### src/rtl/clle_pkg.sv
// Shared types and codes for the cursor linked list engine.
package clle_pkg;

  typedef enum logic [3:0] {
    ACT_INS_FRONT = 4'd0,
    ACT_INS_REAR  = 4'd1,
    ACT_RM_FRONT  = 4'd2,
    ACT_RM_REAR   = 4'd3,
    ACT_RM_CUR    = 4'd4,
    ACT_NEXT      = 4'd5,
    ACT_PREV      = 4'd6,
    ACT_SEARCH    = 4'd7,
    ACT_READ      = 4'd8,
    ACT_CLEAR     = 4'd9
  } action_t;

  localparam logic [1:0] ST_OK        = 2'd0;
  localparam logic [1:0] ST_EMPTY     = 2'd1;
  localparam logic [1:0] ST_FULL      = 2'd2;
  localparam logic [1:0] ST_NOT_FOUND = 2'd3;

endpackage

### src/rtl/clle_ram.sv
// Generic single-port-write, single-port-read RAM with registered read.
module clle_ram #(
  parameter int WIDTH = 8,
  parameter int DEPTH = 16
) (
  input  logic                     clk,
  input  logic                     we,
  input  logic [$clog2(DEPTH)-1:0] waddr,
  input  logic [WIDTH-1:0]         wdata,
  input  logic [$clog2(DEPTH)-1:0] raddr,
  output logic [WIDTH-1:0]         rdata
);

  logic [WIDTH-1:0] mem [DEPTH];

  always_ff @(posedge clk) begin
    if (we) begin
      mem[waddr] <= wdata;
    end
    rdata <= mem[raddr];
  end

endmodule

### src/rtl/cursor_linked_list_engine.sv
// Top level: list sequencer over link and value memories.
//
// Channel | Dir | Payload
// in_*    | in  | tdata = {value, action}  (action [3:0], value above)
// out_*   | out | tdata = {node_count, cursor_value, cursor_valid, status}
//
// A request occupies the engine from acceptance until its result is loaded. Search
// reads the link and value of each node visited in the same cycle.
// Clear needs no link writes: the sentinel links live in front_r/rear_r.
// Reset starts a pass zeroing every link entry; no request is taken until it ends.
// The result sits in an output register; a following request runs up to its
// output step and stalls there until the pending result is taken.
module cursor_linked_list_engine
  import clle_pkg::*;
#(
  parameter int POOL_SLOTS = 16,
  parameter int VALUE_BITS = 32
) (
  input  logic        clk,
  input  logic        rst_n,
  input  logic        in_tvalid,
  output logic        in_tready,
  input  logic [39:0] in_tdata,   // action[3:0], value[35:4], zero pad
  output logic        out_tvalid,
  input  logic        out_tready,
  output logic [39:0] out_tdata   // status[1:0], cursor_valid[2],
                                  // cursor_value[34:3], node_count[38:35]
);

  localparam int AW = $clog2(POOL_SLOTS);
  localparam int CW = $clog2(POOL_SLOTS + 1);

  typedef enum logic [9:0] {
    S_INIT  = 10'b0000000001,
    S_IDLE  = 10'b0000000010,
    S_RD0   = 10'b0000000100,  // decide from sentinel links in front_r/rear_r
    S_RDA   = 10'b0000001000,  // read node A links
    S_RDB   = 10'b0000010000,  // read node A value / wait
    S_WR1   = 10'b0000100000,
    S_WR2   = 10'b0001000000,
    S_SRCH  = 10'b0010000000,
    S_CVAL  = 10'b0100000000,
    S_OUT   = 10'b1000000000
  } state_t;

  state_t state_r, state_nxt;

  // memories: links and values
  logic            fw_we, bw_we, val_we;
  logic [AW-1:0]   fw_wa, bw_wa, val_wa, lnk_ra, val_ra;
  logic [AW-1:0]   fw_wd, bw_wd, fw_rd, bw_rd;
  logic [VALUE_BITS-1:0] val_wd, val_rd;

  clle_ram #(.WIDTH(AW), .DEPTH(POOL_SLOTS)) u_fw (
    .clk, .we(fw_we), .waddr(fw_wa), .wdata(fw_wd), .raddr(lnk_ra), .rdata(fw_rd));
  clle_ram #(.WIDTH(AW), .DEPTH(POOL_SLOTS)) u_bw (
    .clk, .we(bw_we), .waddr(bw_wa), .wdata(bw_wd), .raddr(lnk_ra), .rdata(bw_rd));
  clle_ram #(.WIDTH(VALUE_BITS), .DEPTH(POOL_SLOTS)) u_val (
    .clk, .we(val_we), .waddr(val_wa), .wdata(val_wd), .raddr(val_ra), .rdata(val_rd));

  logic [3:0]            act_r, act_nxt;
  logic [VALUE_BITS-1:0] key_r, key_nxt;
  logic [POOL_SLOTS-1:0] free_r, free_nxt;
  logic [AW-1:0]         cur_r, cur_nxt;
  logic [CW-1:0]         len_r, len_nxt;
  logic [AW-1:0]         front_r, front_nxt, rear_r, rear_nxt;
  logic [AW-1:0]         a_r, a_nxt, pr_r, pr_nxt, nx_r, nx_nxt, nn_r, nn_nxt;
  logic [CW-1:0]         cnt_r, cnt_nxt;
  logic [1:0]            st_r, st_nxt;
  logic                  ov_r, ov_nxt;
  logic [39:0]           od_r, od_nxt;

  // lowest free slot, excluding the sentinel
  logic [AW-1:0] low_free;
  logic          any_free;
  always_comb begin
    low_free = '0;
    any_free = 1'b0;
    for (int i = POOL_SLOTS - 1; i >= 1; i--) begin
      if (free_r[i]) begin
        low_free = AW'(i);
        any_free = 1'b1;
      end
    end
  end

  logic [VALUE_BITS-1:0] in_val;
  assign in_val = in_tdata[4 +: VALUE_BITS];

  always_comb begin
    state_nxt = state_r;
    act_nxt = act_r; key_nxt = key_r; free_nxt = free_r; cur_nxt = cur_r;
    len_nxt = len_r; front_nxt = front_r; rear_nxt = rear_r;
    a_nxt = a_r; pr_nxt = pr_r; nx_nxt = nx_r; nn_nxt = nn_r; cnt_nxt = cnt_r;
    st_nxt = st_r; ov_nxt = ov_r; od_nxt = od_r;
    fw_we = 1'b0; bw_we = 1'b0; val_we = 1'b0;
    fw_wa = '0; bw_wa = '0; val_wa = '0; fw_wd = '0; bw_wd = '0;
    val_wd = key_r; lnk_ra = '0; val_ra = cur_r;
    unique case (state_r)
      // zero every link entry
      S_INIT: begin
        fw_we = 1'b1; bw_we = 1'b1;
        fw_wa = cnt_r[AW-1:0]; bw_wa = cnt_r[AW-1:0];
        cnt_nxt = cnt_r + CW'(1);
        if (cnt_r == CW'(POOL_SLOTS - 1)) begin
          state_nxt = S_IDLE;
          front_nxt = '0; rear_nxt = '0;
        end
      end
      S_IDLE: begin
        if (in_tvalid) begin
          act_nxt = in_tdata[3:0];
          key_nxt = in_val;
          st_nxt = ST_OK;
          cnt_nxt = '0;
          state_nxt = S_RD0;
        end
      end
      // decide the action; sentinel links are mirrored in front_r/rear_r
      S_RD0: begin
        state_nxt = S_WR1;
        case (act_r)
          ACT_INS_FRONT, ACT_INS_REAR: begin
            if (!any_free) begin
              st_nxt = ST_FULL; state_nxt = S_CVAL;
            end else begin
              nn_nxt = low_free;
              if (act_r == ACT_INS_FRONT) begin
                pr_nxt = '0; nx_nxt = front_r;
              end else begin
                pr_nxt = rear_r; nx_nxt = '0;
              end
            end
          end
          ACT_RM_FRONT, ACT_RM_REAR, ACT_RM_CUR: begin
            if (act_r == ACT_RM_FRONT) a_nxt = front_r;
            else if (act_r == ACT_RM_REAR) a_nxt = rear_r;
            else a_nxt = cur_r;
            if ((act_r == ACT_RM_CUR && cur_r == '0) ||
                (act_r != ACT_RM_CUR && front_r == '0)) begin
              st_nxt = ST_EMPTY; state_nxt = S_CVAL;
            end else begin
              state_nxt = S_RDA;
            end
          end
          ACT_NEXT, ACT_PREV: begin
            a_nxt = cur_r;
            if (front_r == '0 || cur_r == '0) begin
              st_nxt = ST_EMPTY; state_nxt = S_CVAL;
            end else begin
              state_nxt = S_RDA;
            end
          end
          ACT_SEARCH: begin
            a_nxt = front_r;
            st_nxt = ST_NOT_FOUND;
            state_nxt = (front_r == '0) ? S_CVAL : S_RDA;
          end
          ACT_READ: begin
            st_nxt = (cur_r == '0) ? ST_EMPTY : ST_OK;
            state_nxt = S_CVAL;
          end
          ACT_CLEAR: begin
            free_nxt = {{(POOL_SLOTS-1){1'b1}}, 1'b0};
            cur_nxt = '0; len_nxt = '0; front_nxt = '0; rear_nxt = '0;
            state_nxt = S_CVAL;
          end
          default: state_nxt = S_CVAL;
        endcase
      end
      // issue link and value read of node A
      S_RDA: begin
        lnk_ra = a_r;
        val_ra = a_r;
        state_nxt = S_RDB;
      end
      S_RDB: begin
        state_nxt = S_WR1;
        case (act_r)
          ACT_NEXT: begin
            if (fw_rd == '0) st_nxt = ST_EMPTY; else cur_nxt = fw_rd;
            state_nxt = S_CVAL;
          end
          ACT_PREV: begin
            if (bw_rd == '0) st_nxt = ST_EMPTY; else cur_nxt = bw_rd;
            state_nxt = S_CVAL;
          end
          ACT_SEARCH: begin
            cnt_nxt = cnt_r + CW'(1);
            if (val_rd == key_r) begin
              cur_nxt = a_r; st_nxt = ST_OK; state_nxt = S_CVAL;
            end else if (fw_rd == '0 || cnt_r == CW'(POOL_SLOTS - 1)) begin
              state_nxt = S_CVAL;
            end else begin
              a_nxt = fw_rd; state_nxt = S_SRCH;
            end
          end
          default: begin
            pr_nxt = bw_rd; nx_nxt = fw_rd;
          end
        endcase
      end
      S_SRCH: begin
        lnk_ra = a_r; val_ra = a_r;
        state_nxt = S_RDB;
      end
      // link and value writes: insert or unlink
      S_WR1: begin
        state_nxt = S_WR2;
        if (act_r == ACT_INS_FRONT || act_r == ACT_INS_REAR) begin
          val_we = 1'b1; val_wa = nn_r;
          fw_we = 1'b1; fw_wa = nn_r; fw_wd = nx_r;
          bw_we = 1'b1; bw_wa = nn_r; bw_wd = pr_r;
        end else begin
          fw_we = 1'b1; fw_wa = pr_r; fw_wd = nx_r;
          bw_we = 1'b1; bw_wa = nx_r; bw_wd = pr_r;
          if (pr_r == '0) front_nxt = nx_r;
          if (nx_r == '0) rear_nxt = pr_r;
        end
      end
      S_WR2: begin
        state_nxt = S_CVAL;
        if (act_r == ACT_INS_FRONT || act_r == ACT_INS_REAR) begin
          fw_we = 1'b1; fw_wa = pr_r; fw_wd = nn_r;
          bw_we = 1'b1; bw_wa = nx_r; bw_wd = nn_r;
          if (pr_r == '0) front_nxt = nn_r;
          if (nx_r == '0) rear_nxt = nn_r;
          free_nxt[nn_r] = 1'b0;
          cur_nxt = nn_r;
          len_nxt = len_r + CW'(1);
        end else begin
          free_nxt[a_r] = 1'b1;
          if (len_r != '0) len_nxt = len_r - CW'(1);
          cur_nxt = (pr_r == '0) ? front_r : pr_r;
        end
      end
      // read the cursor value
      S_CVAL: begin
        val_ra = cur_r;
        state_nxt = S_OUT;
      end
      // load the output register once the previous result has left
      S_OUT: begin
        val_ra = cur_r;
        if (!ov_r || out_tready) begin
          ov_nxt = 1'b1;
          od_nxt = '0;
          od_nxt[1:0] = st_r;
          od_nxt[2] = (cur_r != '0);
          od_nxt[34:3] = (cur_r != '0) ? 32'(val_rd) : 32'd0;
          od_nxt[38:35] = 4'(len_r);
          state_nxt = S_IDLE;
        end
      end
      default: state_nxt = S_IDLE;
    endcase
    if (ov_r && out_tready && state_r != S_OUT) ov_nxt = 1'b0;
  end

  always_ff @(posedge clk) begin
    if (!rst_n) begin
      state_r <= S_INIT;
      cnt_r   <= '0;
      ov_r    <= 1'b0;
      free_r  <= {{(POOL_SLOTS-1){1'b1}}, 1'b0};
      cur_r   <= '0;
      len_r   <= '0;
      front_r <= '0;
      rear_r  <= '0;
    end else begin
      state_r <= state_nxt;
      cnt_r   <= cnt_nxt;
      ov_r    <= ov_nxt;
      free_r  <= free_nxt;
      cur_r   <= cur_nxt;
      len_r   <= len_nxt;
      front_r <= front_nxt;
      rear_r  <= rear_nxt;
    end
    act_r <= act_nxt; key_r <= key_nxt; a_r <= a_nxt; pr_r <= pr_nxt;
    nx_r <= nx_nxt; nn_r <= nn_nxt; st_r <= st_nxt; od_r <= od_nxt;
  end

  assign in_tready  = (state_r == S_IDLE);
  assign out_tvalid = ov_r;
  assign out_tdata  = od_r;

  // sentinel is never free
  a_sent_busy: assert property (@(posedge clk) disable iff (!rst_n) !free_r[0])
    else $error("sentinel marked free");
  // an empty list has the cursor on the sentinel
  a_empty_cur: assert property (@(posedge clk) disable iff (!rst_n)
    (state_r == S_IDLE && front_r == '0) |-> cur_r == '0)
    else $error("cursor off sentinel on empty list");
  // a pending result stays valid and stable until it is accepted
  a_hold: assert property (@(posedge clk) disable iff (!rst_n)
    (out_tvalid && !out_tready) |=> out_tvalid && $stable(out_tdata))
    else $error("result dropped");

endmodule
### config.mk
export PLATFORM = sky130hd
export DESIGN_NAME = cursor_linked_list_engine
export DESIGN_NICKNAME = d
export VERILOG_FILES = /design/src/rtl/clle_pkg.sv /design/src/rtl/clle_ram.sv /design/src/rtl/cursor_linked_list_engine.sv
export SDC_FILE = /design/constraint.sdc
export NUM_CORES = 1
export LEC_CHECK = 0
export BUFFER_PORTS_ARGS = -buffer_cell sky130_fd_sc_hd__buf_2
export CAP_MARGIN = 25
export CORE_UTILIZATION = 25
export DETAILED_ROUTE_END_ITERATION = 8
export GPL_ROUTABILITY_DRIVEN = 0
export PLACE_DENSITY = 0.48
export RECOVER_POWER = 100
export SLEW_MARGIN = 20
export SYNTH_ARGS = -nofsm -noshare
export SYNTH_HDL_FRONTEND = slang
export SYNTH_SLANG_ARGS = --single-unit
### constraint.sdc
create_clock -name clk -period 7.53 [get_ports clk]
set_clock_uncertainty 0.15 [all_clocks]
set_input_delay 0.3765 -clock clk [delete_from_list [all_inputs] [get_ports clk]]
set_output_delay 0.3765 -clock clk [all_outputs]
set_load 0.005 [all_outputs]
==> results_dict.tcl, run 1 <==
set metrics [dict create \
    status "finished, violations left" \
    violations "max-capacitance violations, max-slew violations" \
    rrSetupSlack_ps 1700 \
    drive_gt1_frac 0.1064 \
    ys_ff_latch 821 \
    worstSetupPathType "register to register" \
    numPortBuffers 80 \
    timing.rr.start "state_r[9]" \
    final_hold_viol_count 0 \
    p_leak_nw 13.87 \
    rsz0062_at_grt "false" \
    tightest_slew_ps 3543 \
    min_period_over_period 0.7744 \
    finalNetCount 2215 \
    max_clock_freq_ghz 0.1715 \
    hold_path_class "input pin to register" \
    pre_cts_ws_ps 3169 \
    grt_max_degree 109 \
    hpwl_um 48410 \
    yosysSeqAreaShare 0.7330 \
    crit_fanout 32 \
    synth_area_per_cell_um2 16.02 \
    vias 18480 \
    clockBufferDepth 3 \
    ios 86 \
    setup_viol 0 \
    grt_antenna_before_repair 2 \
    synth_top_area_cell "edfxtp_1" \
    synthDistinctLibCells 70 \
    drv_cap 9 \
    dp.cells 3767 \
    start_util 0.2530 \
    route.detailed.drc 0 \
    layout_common_cells "edfxtp_1 (733), mux2i_1 (298), o22ai_1 (142)" \
    cp-start-kind "register" \
    grt_usage 0.1281 \
    postRouteAntennaNets 0 \
    die_w_um 362.2 \
    cts_sinks 821 \
    syn-cell-area_um2 32430 \
    grt-ovfl-total 0 \
    setup.worst_path.end_class "register" \
    synth_edf_count 733 \
    clk_pin_slew_ps 60 \
    dieHeight_um 362.2 \
    yosys_warnings 0 \
    power_density_nw_per_um2 248.6 \
    hold_slack_ps 36.16 \
    tns_ps 0 \
    area_growth_syn_to_layout_pct 17.28 \
    synth_area_leaders "edfxtp_1 (68%), mux2i_1 (9.2%), dfxtp_1 (5.4%)" \
    whs_path_depth 3 \
    cts_buffers 86 \
    grt_pass1_wl_um 123700 \
    cts.htree.levels 3 \
    grt_pass1_vias 18480 \
    period_minus_slack_ps 5831 \
    final_core_util 0.2968 \
    root_buffer "clkbuf_16" \
    min_from "out_tready" \
    post_dp_cell_area_um2 35010 \
    power_mw 9.457 \
    ff2ff_path_depth 5 \
    dieArea_um2 131200 \
    dr.pass1.iters 6 \
    layout_commonest_cell "edfxtp_1" \
    routedWlPerCell_um 21.68 \
    rr_endpoint "u_val.mem[15][9]" \
    critPathRequiredTime_ps 7570 \
    core_area_um2 128200 \
    cts.repair.resized 0 \
    worst_slack_ps 1699 \
    drt_iter0_drc 1330 \
    instances_no_fill 3968 \
    rows 131 \
    synth_nets 2075 \
    postLayoutCellArea_um2 38040 \
    slew_headroom -1.362 \
    vias_per_cell 4.657 \
    synth_top_area_frac 0.6787 \
    cp_data_arrival_time_ps 5870 \
    clock_latency_ps 670 \
    wirelength_um 86010 \
    peakVddDrop_mv 0.1792 \
    netlist_instances 2025 \
    startpoint "state_r[9]" \
    holdPathEnd "out_tvalid" \
    async_flop_share 0 \
    cts_tree "yes" \
    drv_slew 251 \
    ys.flop_type "edfxtp_1" \
]
-- metal layers --
layer	up-vias	track usage	share of wire
li1	8310	-	-
met1	9548	0.1745	0.46
met2	489	0.2091	0.47
met3	130	0.01882	0.049
met4	0	0.04070	0.025
met5	-	0	0
-- kinds of logic (layout without fill, tap and decap cells) --
| kind of cell | after synthesis | count (layout) | synth area share |
|---|---|---|---|
| mux | 314 | 314 | 0.1034 |
| compound gates | 329 | 329 | 0.06597 |
| other cells | 1 | 3 | 0.0001156 |
| simple gates | 393 | 393 | 0.06528 |
| flops | 821 | 821 | 0.7330 |
| xor+xnor | 40 | 40 | 0.01080 |
| fa+ha+maj | 6 | 6 | 0.002546 |
| buf+inv | 121 | 333 | 0.01886 |
-- power by group --
| group | internal (mW) | switching, mW | leakage [nW] |
|---|---|---|---|
| clock | 2.41 | 1.80 | 1.36 |
| combinational | 0.0954 | 0.135 | 5.12 |
| sequential | 4.96 | 0.0475 | 7.38 |
-- critical path, stage by stage, from the launching register on --
cell and delay [ps]:
dfxtp_1 360, nor4_1 1170, and3_1 900, nand2_1 400, nor2_4 180, clkbuf_1 2190
-- area by class of cell --
cell class                 instances  area, um^2
inverter                          14       52.55
clock inverter                    54       579.3
timing repair buffer             159       988.4
multi-input combinational       1083        8238
clock buffer                     106        2237
antenna                            2       5.005
tap                             1729        2163
sequential                       821       23770
fill                           12800       90140
-- timing repair --
action,in CTS,in global routing
hold endpoints to repair,45,0
hold buffers,37,0
buffers inserted,0,0
-- cells in the mapped netlist, drive strengths merged, types with 9 or more instances --
master  instances
nor4           26
edfxtp        733
mux2i         298
o211ai         15
nand2b         22
xor2           37
a21oi          32
nor2           92
dfxtp          88
mux4           16
o221ai          9
o22ai         142
a311oi         11
a211oi         12
inv            14
buf            34
and2           37
clkbuf         73
nand3          17
nand2          77
or4            39
nor3           28
a21o           10
o21ai          50
-- state kept, by name (all words and copies together), names as in the netlist, 5 cells and up --
| name | flops |
|---|---|
| u_val.mem | 512 |
| u_bw.mem | 64 |
| out_tdata | 39 |
| state_r | 10 |
| key_r | 32 |
| free_r | 15 |
| len_r | 5 |
| u_fw.mem | 64 |
| cnt_r | 5 |
| u_val.rdata | 32 |
-- how the worst max path moves through the flow --
stage                            end  slack (ps)  depth (start not counted)
finish              u_val.mem[15][9]        1700                          5
detailed placement   u_val.rdata[11]        3170                          7
global placement      u_val.rdata[8]        3290                          7
global route         u_val.rdata[31]        1550                          7
floorplan            u_val.mem[0][0]        2010                          6
CTS                  u_val.rdata[11]        3180                          7
Power figures use the tool's default switching activity.
==> inputs of run 2 (changes only) <==
--- a/config.mk
+++ b/config.mk
@@ -10,7 +10,7 @@
 export CORE_UTILIZATION = 25
 export DETAILED_ROUTE_END_ITERATION = 8
 export GPL_ROUTABILITY_DRIVEN = 0
-export PLACE_DENSITY = 0.48
+export PLACE_DENSITY = 0.49
 export RECOVER_POWER = 100
 export SLEW_MARGIN = 20
 export SYNTH_ARGS = -nofsm -noshare
==> constraint.sdc (replaced) <==
create_clock -name clk -period 4.8 [get_ports clk]
set_clock_uncertainty 0.15 [all_clocks]
set_input_delay 0.24 -clock clk [delete_from_list [all_inputs] [get_ports clk]]
set_output_delay 0.24 -clock clk [all_outputs]
set_load 0.005 [all_outputs]
==> run 2 against run 1 <==
  * The run still ends with max-capacitance violations, max-slew violations left
  * Register-to-register slack worse by 1200 ps
  * Clock power is 60% higher
  * Fmax is 35% higher
  * Routed wire length is 0.27% lower
  * Clock-buffer cell count is 17 higher
  * Global-route usage hardly changed
  * Die area stayed put
==> results_dict.tcl, run 2 (synthesis gave the netlist of run 1 again) <==
set metrics [dict create \
    p_leak_nw 14.04 \
    peakVddDrop_mv 0.2218 \
    layout_common_cells "edfxtp_1 (733), mux2i_1 (298), o22ai_1 (142)" \
    reg.largest.list "u_val.mem (512), u_bw.mem (64), u_fw.mem (64)" \
    min_period_over_period 0.8992 \
    p_seq_frac 0.525 \
    grt_pass1_wl_um 124200 \
    worstSetupPathType "register to register" \
    wirelength_um 85770 \
    hold_slack_ps 103.9 \
    combPwrFrac 0.024 \
    final_core_util 0.2989 \
    worst_slack_ps 483.9 \
    clockBufferDepth 3 \
    dp.cells 3778 \
    rows 131 \
    instances_no_fill 3981 \
    drv_slew 63 \
    core_area_um2 128200 \
    tns_ps 0 \
    met3_length_um 5423 \
    dr.pass1.iters 5 \
    fillers 12800 \
    drt_iter0_drc 1447 \
    largest_register_ffs 512 \
    grt_antenna_before_repair 4 \
    grt_max_degree 85 \
    routedWlPerCell_um 21.55 \
    cts.htree.levels 3 \
    grt_usage 0.1281 \
    internal_power_mw 11.87 \
    vias 18610 \
    violations "max-capacitance violations, max-slew violations" \
    p_switching_mw 3.091 \
    rsz0062_at_grt "false" \
    drive_gt1_frac 0.1178 \
    numPortBuffers 80 \
    area_growth_syn_to_layout_pct 18.13 \
    multiInputGateArea_um2 8248 \
    swShare 0.2066 \
    drv_cap 2 \
    critPathMaxStageDelay_ps 710 \
    grt-ovfl-total 0 \
    final_hold_viol_count 0 \
    power_mw 14.96 \
    postLayoutCellArea_um2 38310 \
    ios 86 \
    slew_headroom -0.3112 \
    critPathRequiredTime_ps 4920 \
    pre_cts_ws_ps 1167 \
    clk_pin_slew_ps 60 \
    start_util 0.2530 \
    setup.worst_path.end_class "register" \
    clkPwrFrac 0.450 \
    wl_met2_um 40450 \
    cp-start-kind "register" \
    cts_tree "yes" \
    dieArea_um2 131200 \
    post_dp_cell_area_um2 35170 \
    hpwl_um 48660 \
    power_density_nw_per_um2 390.4 \
    dieHeight_um 362.2 \
    cts_sinks 821 \
    hold_path_class "input pin to register" \
    period_minus_slack_ps 4316 \
    clock_latency_ps 660 \
    path_cells "nor3_1, clkbuf_1, inv_1, nor2_1, nand3_1, nor2_4, clkbuf_4" \
    postRouteAntennaNets 0 \
    regMostFlops "u_val.mem" \
    tightest_slew_ps 1967 \
    layout_commonest_cell "edfxtp_1" \
    finalNetCount 2227 \
    max_clock_freq_ghz 0.2317 \
    seq_area_um2 23770 \
    route.detailed.drc 0 \
    vias_per_cell 4.675 \
    crit_fanout 32 \
    cp_slowest_cell "clkbuf_4" \
    setup_viol 0 \
    top_layer_used "met4" \
    grt_pass1_vias 18690 \
    wl_met1_um 38200 \
    root_buffer "clkbuf_16" \
    post_cts_buffers 0 \
    cts_buffers 88 \
    die_w_um 362.2 \
    cp_data_arrival_time_ps 4440 \
    status "finished, violations left" \
]
-- run 2: repair_timing --
action	4_1_cts	5_1_grt
hold buffers	38	0
resized for setup	0	0
endpoints found under the hold margin	46	0
-- run 2: critical path, delay by kind of cell, from the launching register on --
| kind | cells | cell delay [ps] |
|---|---|---|
| DFF | 1 | 660 |
| buffers and inverters | 3 | 1810 |
| and+or+nand+nor | 4 | 1290 |
-- run 2: final cells by class --
class / instances / share of cell area
sequential: 821 / 0.6205
multi-input combinational: 1083 / 0.2153
clock buffer: 123 / 0.06512
tap: 1729 / 0.05647
timing repair buffer: 169 / 0.02972
clock inverter: 39 / 0.01133
inverter: 14 / 0.001372
antenna: 3 / 0.0001960
-- run 2: per-layer routing --
layer,vias up,global-route usage
met5,-,0
met4,0,0.03665
met3,120,0.02355
met2,617,0.2095
met1,9547,0.1728
li1,8329,-
-- run 2: path summary, 6_finish.rpt --
| path | slack (ps) | from | cells after the start | end |
|---|---|---|---|---|
| setup / recovery | 480 | act_r[1] | 7 | u_val.mem[11][23] |
| hold reg to reg | 280 | st_r[1] | 0 | out_tdata[1] |
| setup reg to reg | 480 | act_r[1] | 7 | u_val.mem[11][23] |
| hold / removal | 100 | out_tready | 3 | out_tvalid |
-- run 2: power groups by stage --
stage / registers, mW / clock network, mW / logic (mW)
finish: 7.86 / 6.74 / 0.360
global route: 7.86 / 7.17 / 0.394
global placement: 8.00 / 0 / 0.329
detailed placement: 8.01 / 0 / 0.332
CTS: 7.86 / 6.90 / 0.359
floorplan: 7.97 / 0 / 0.232
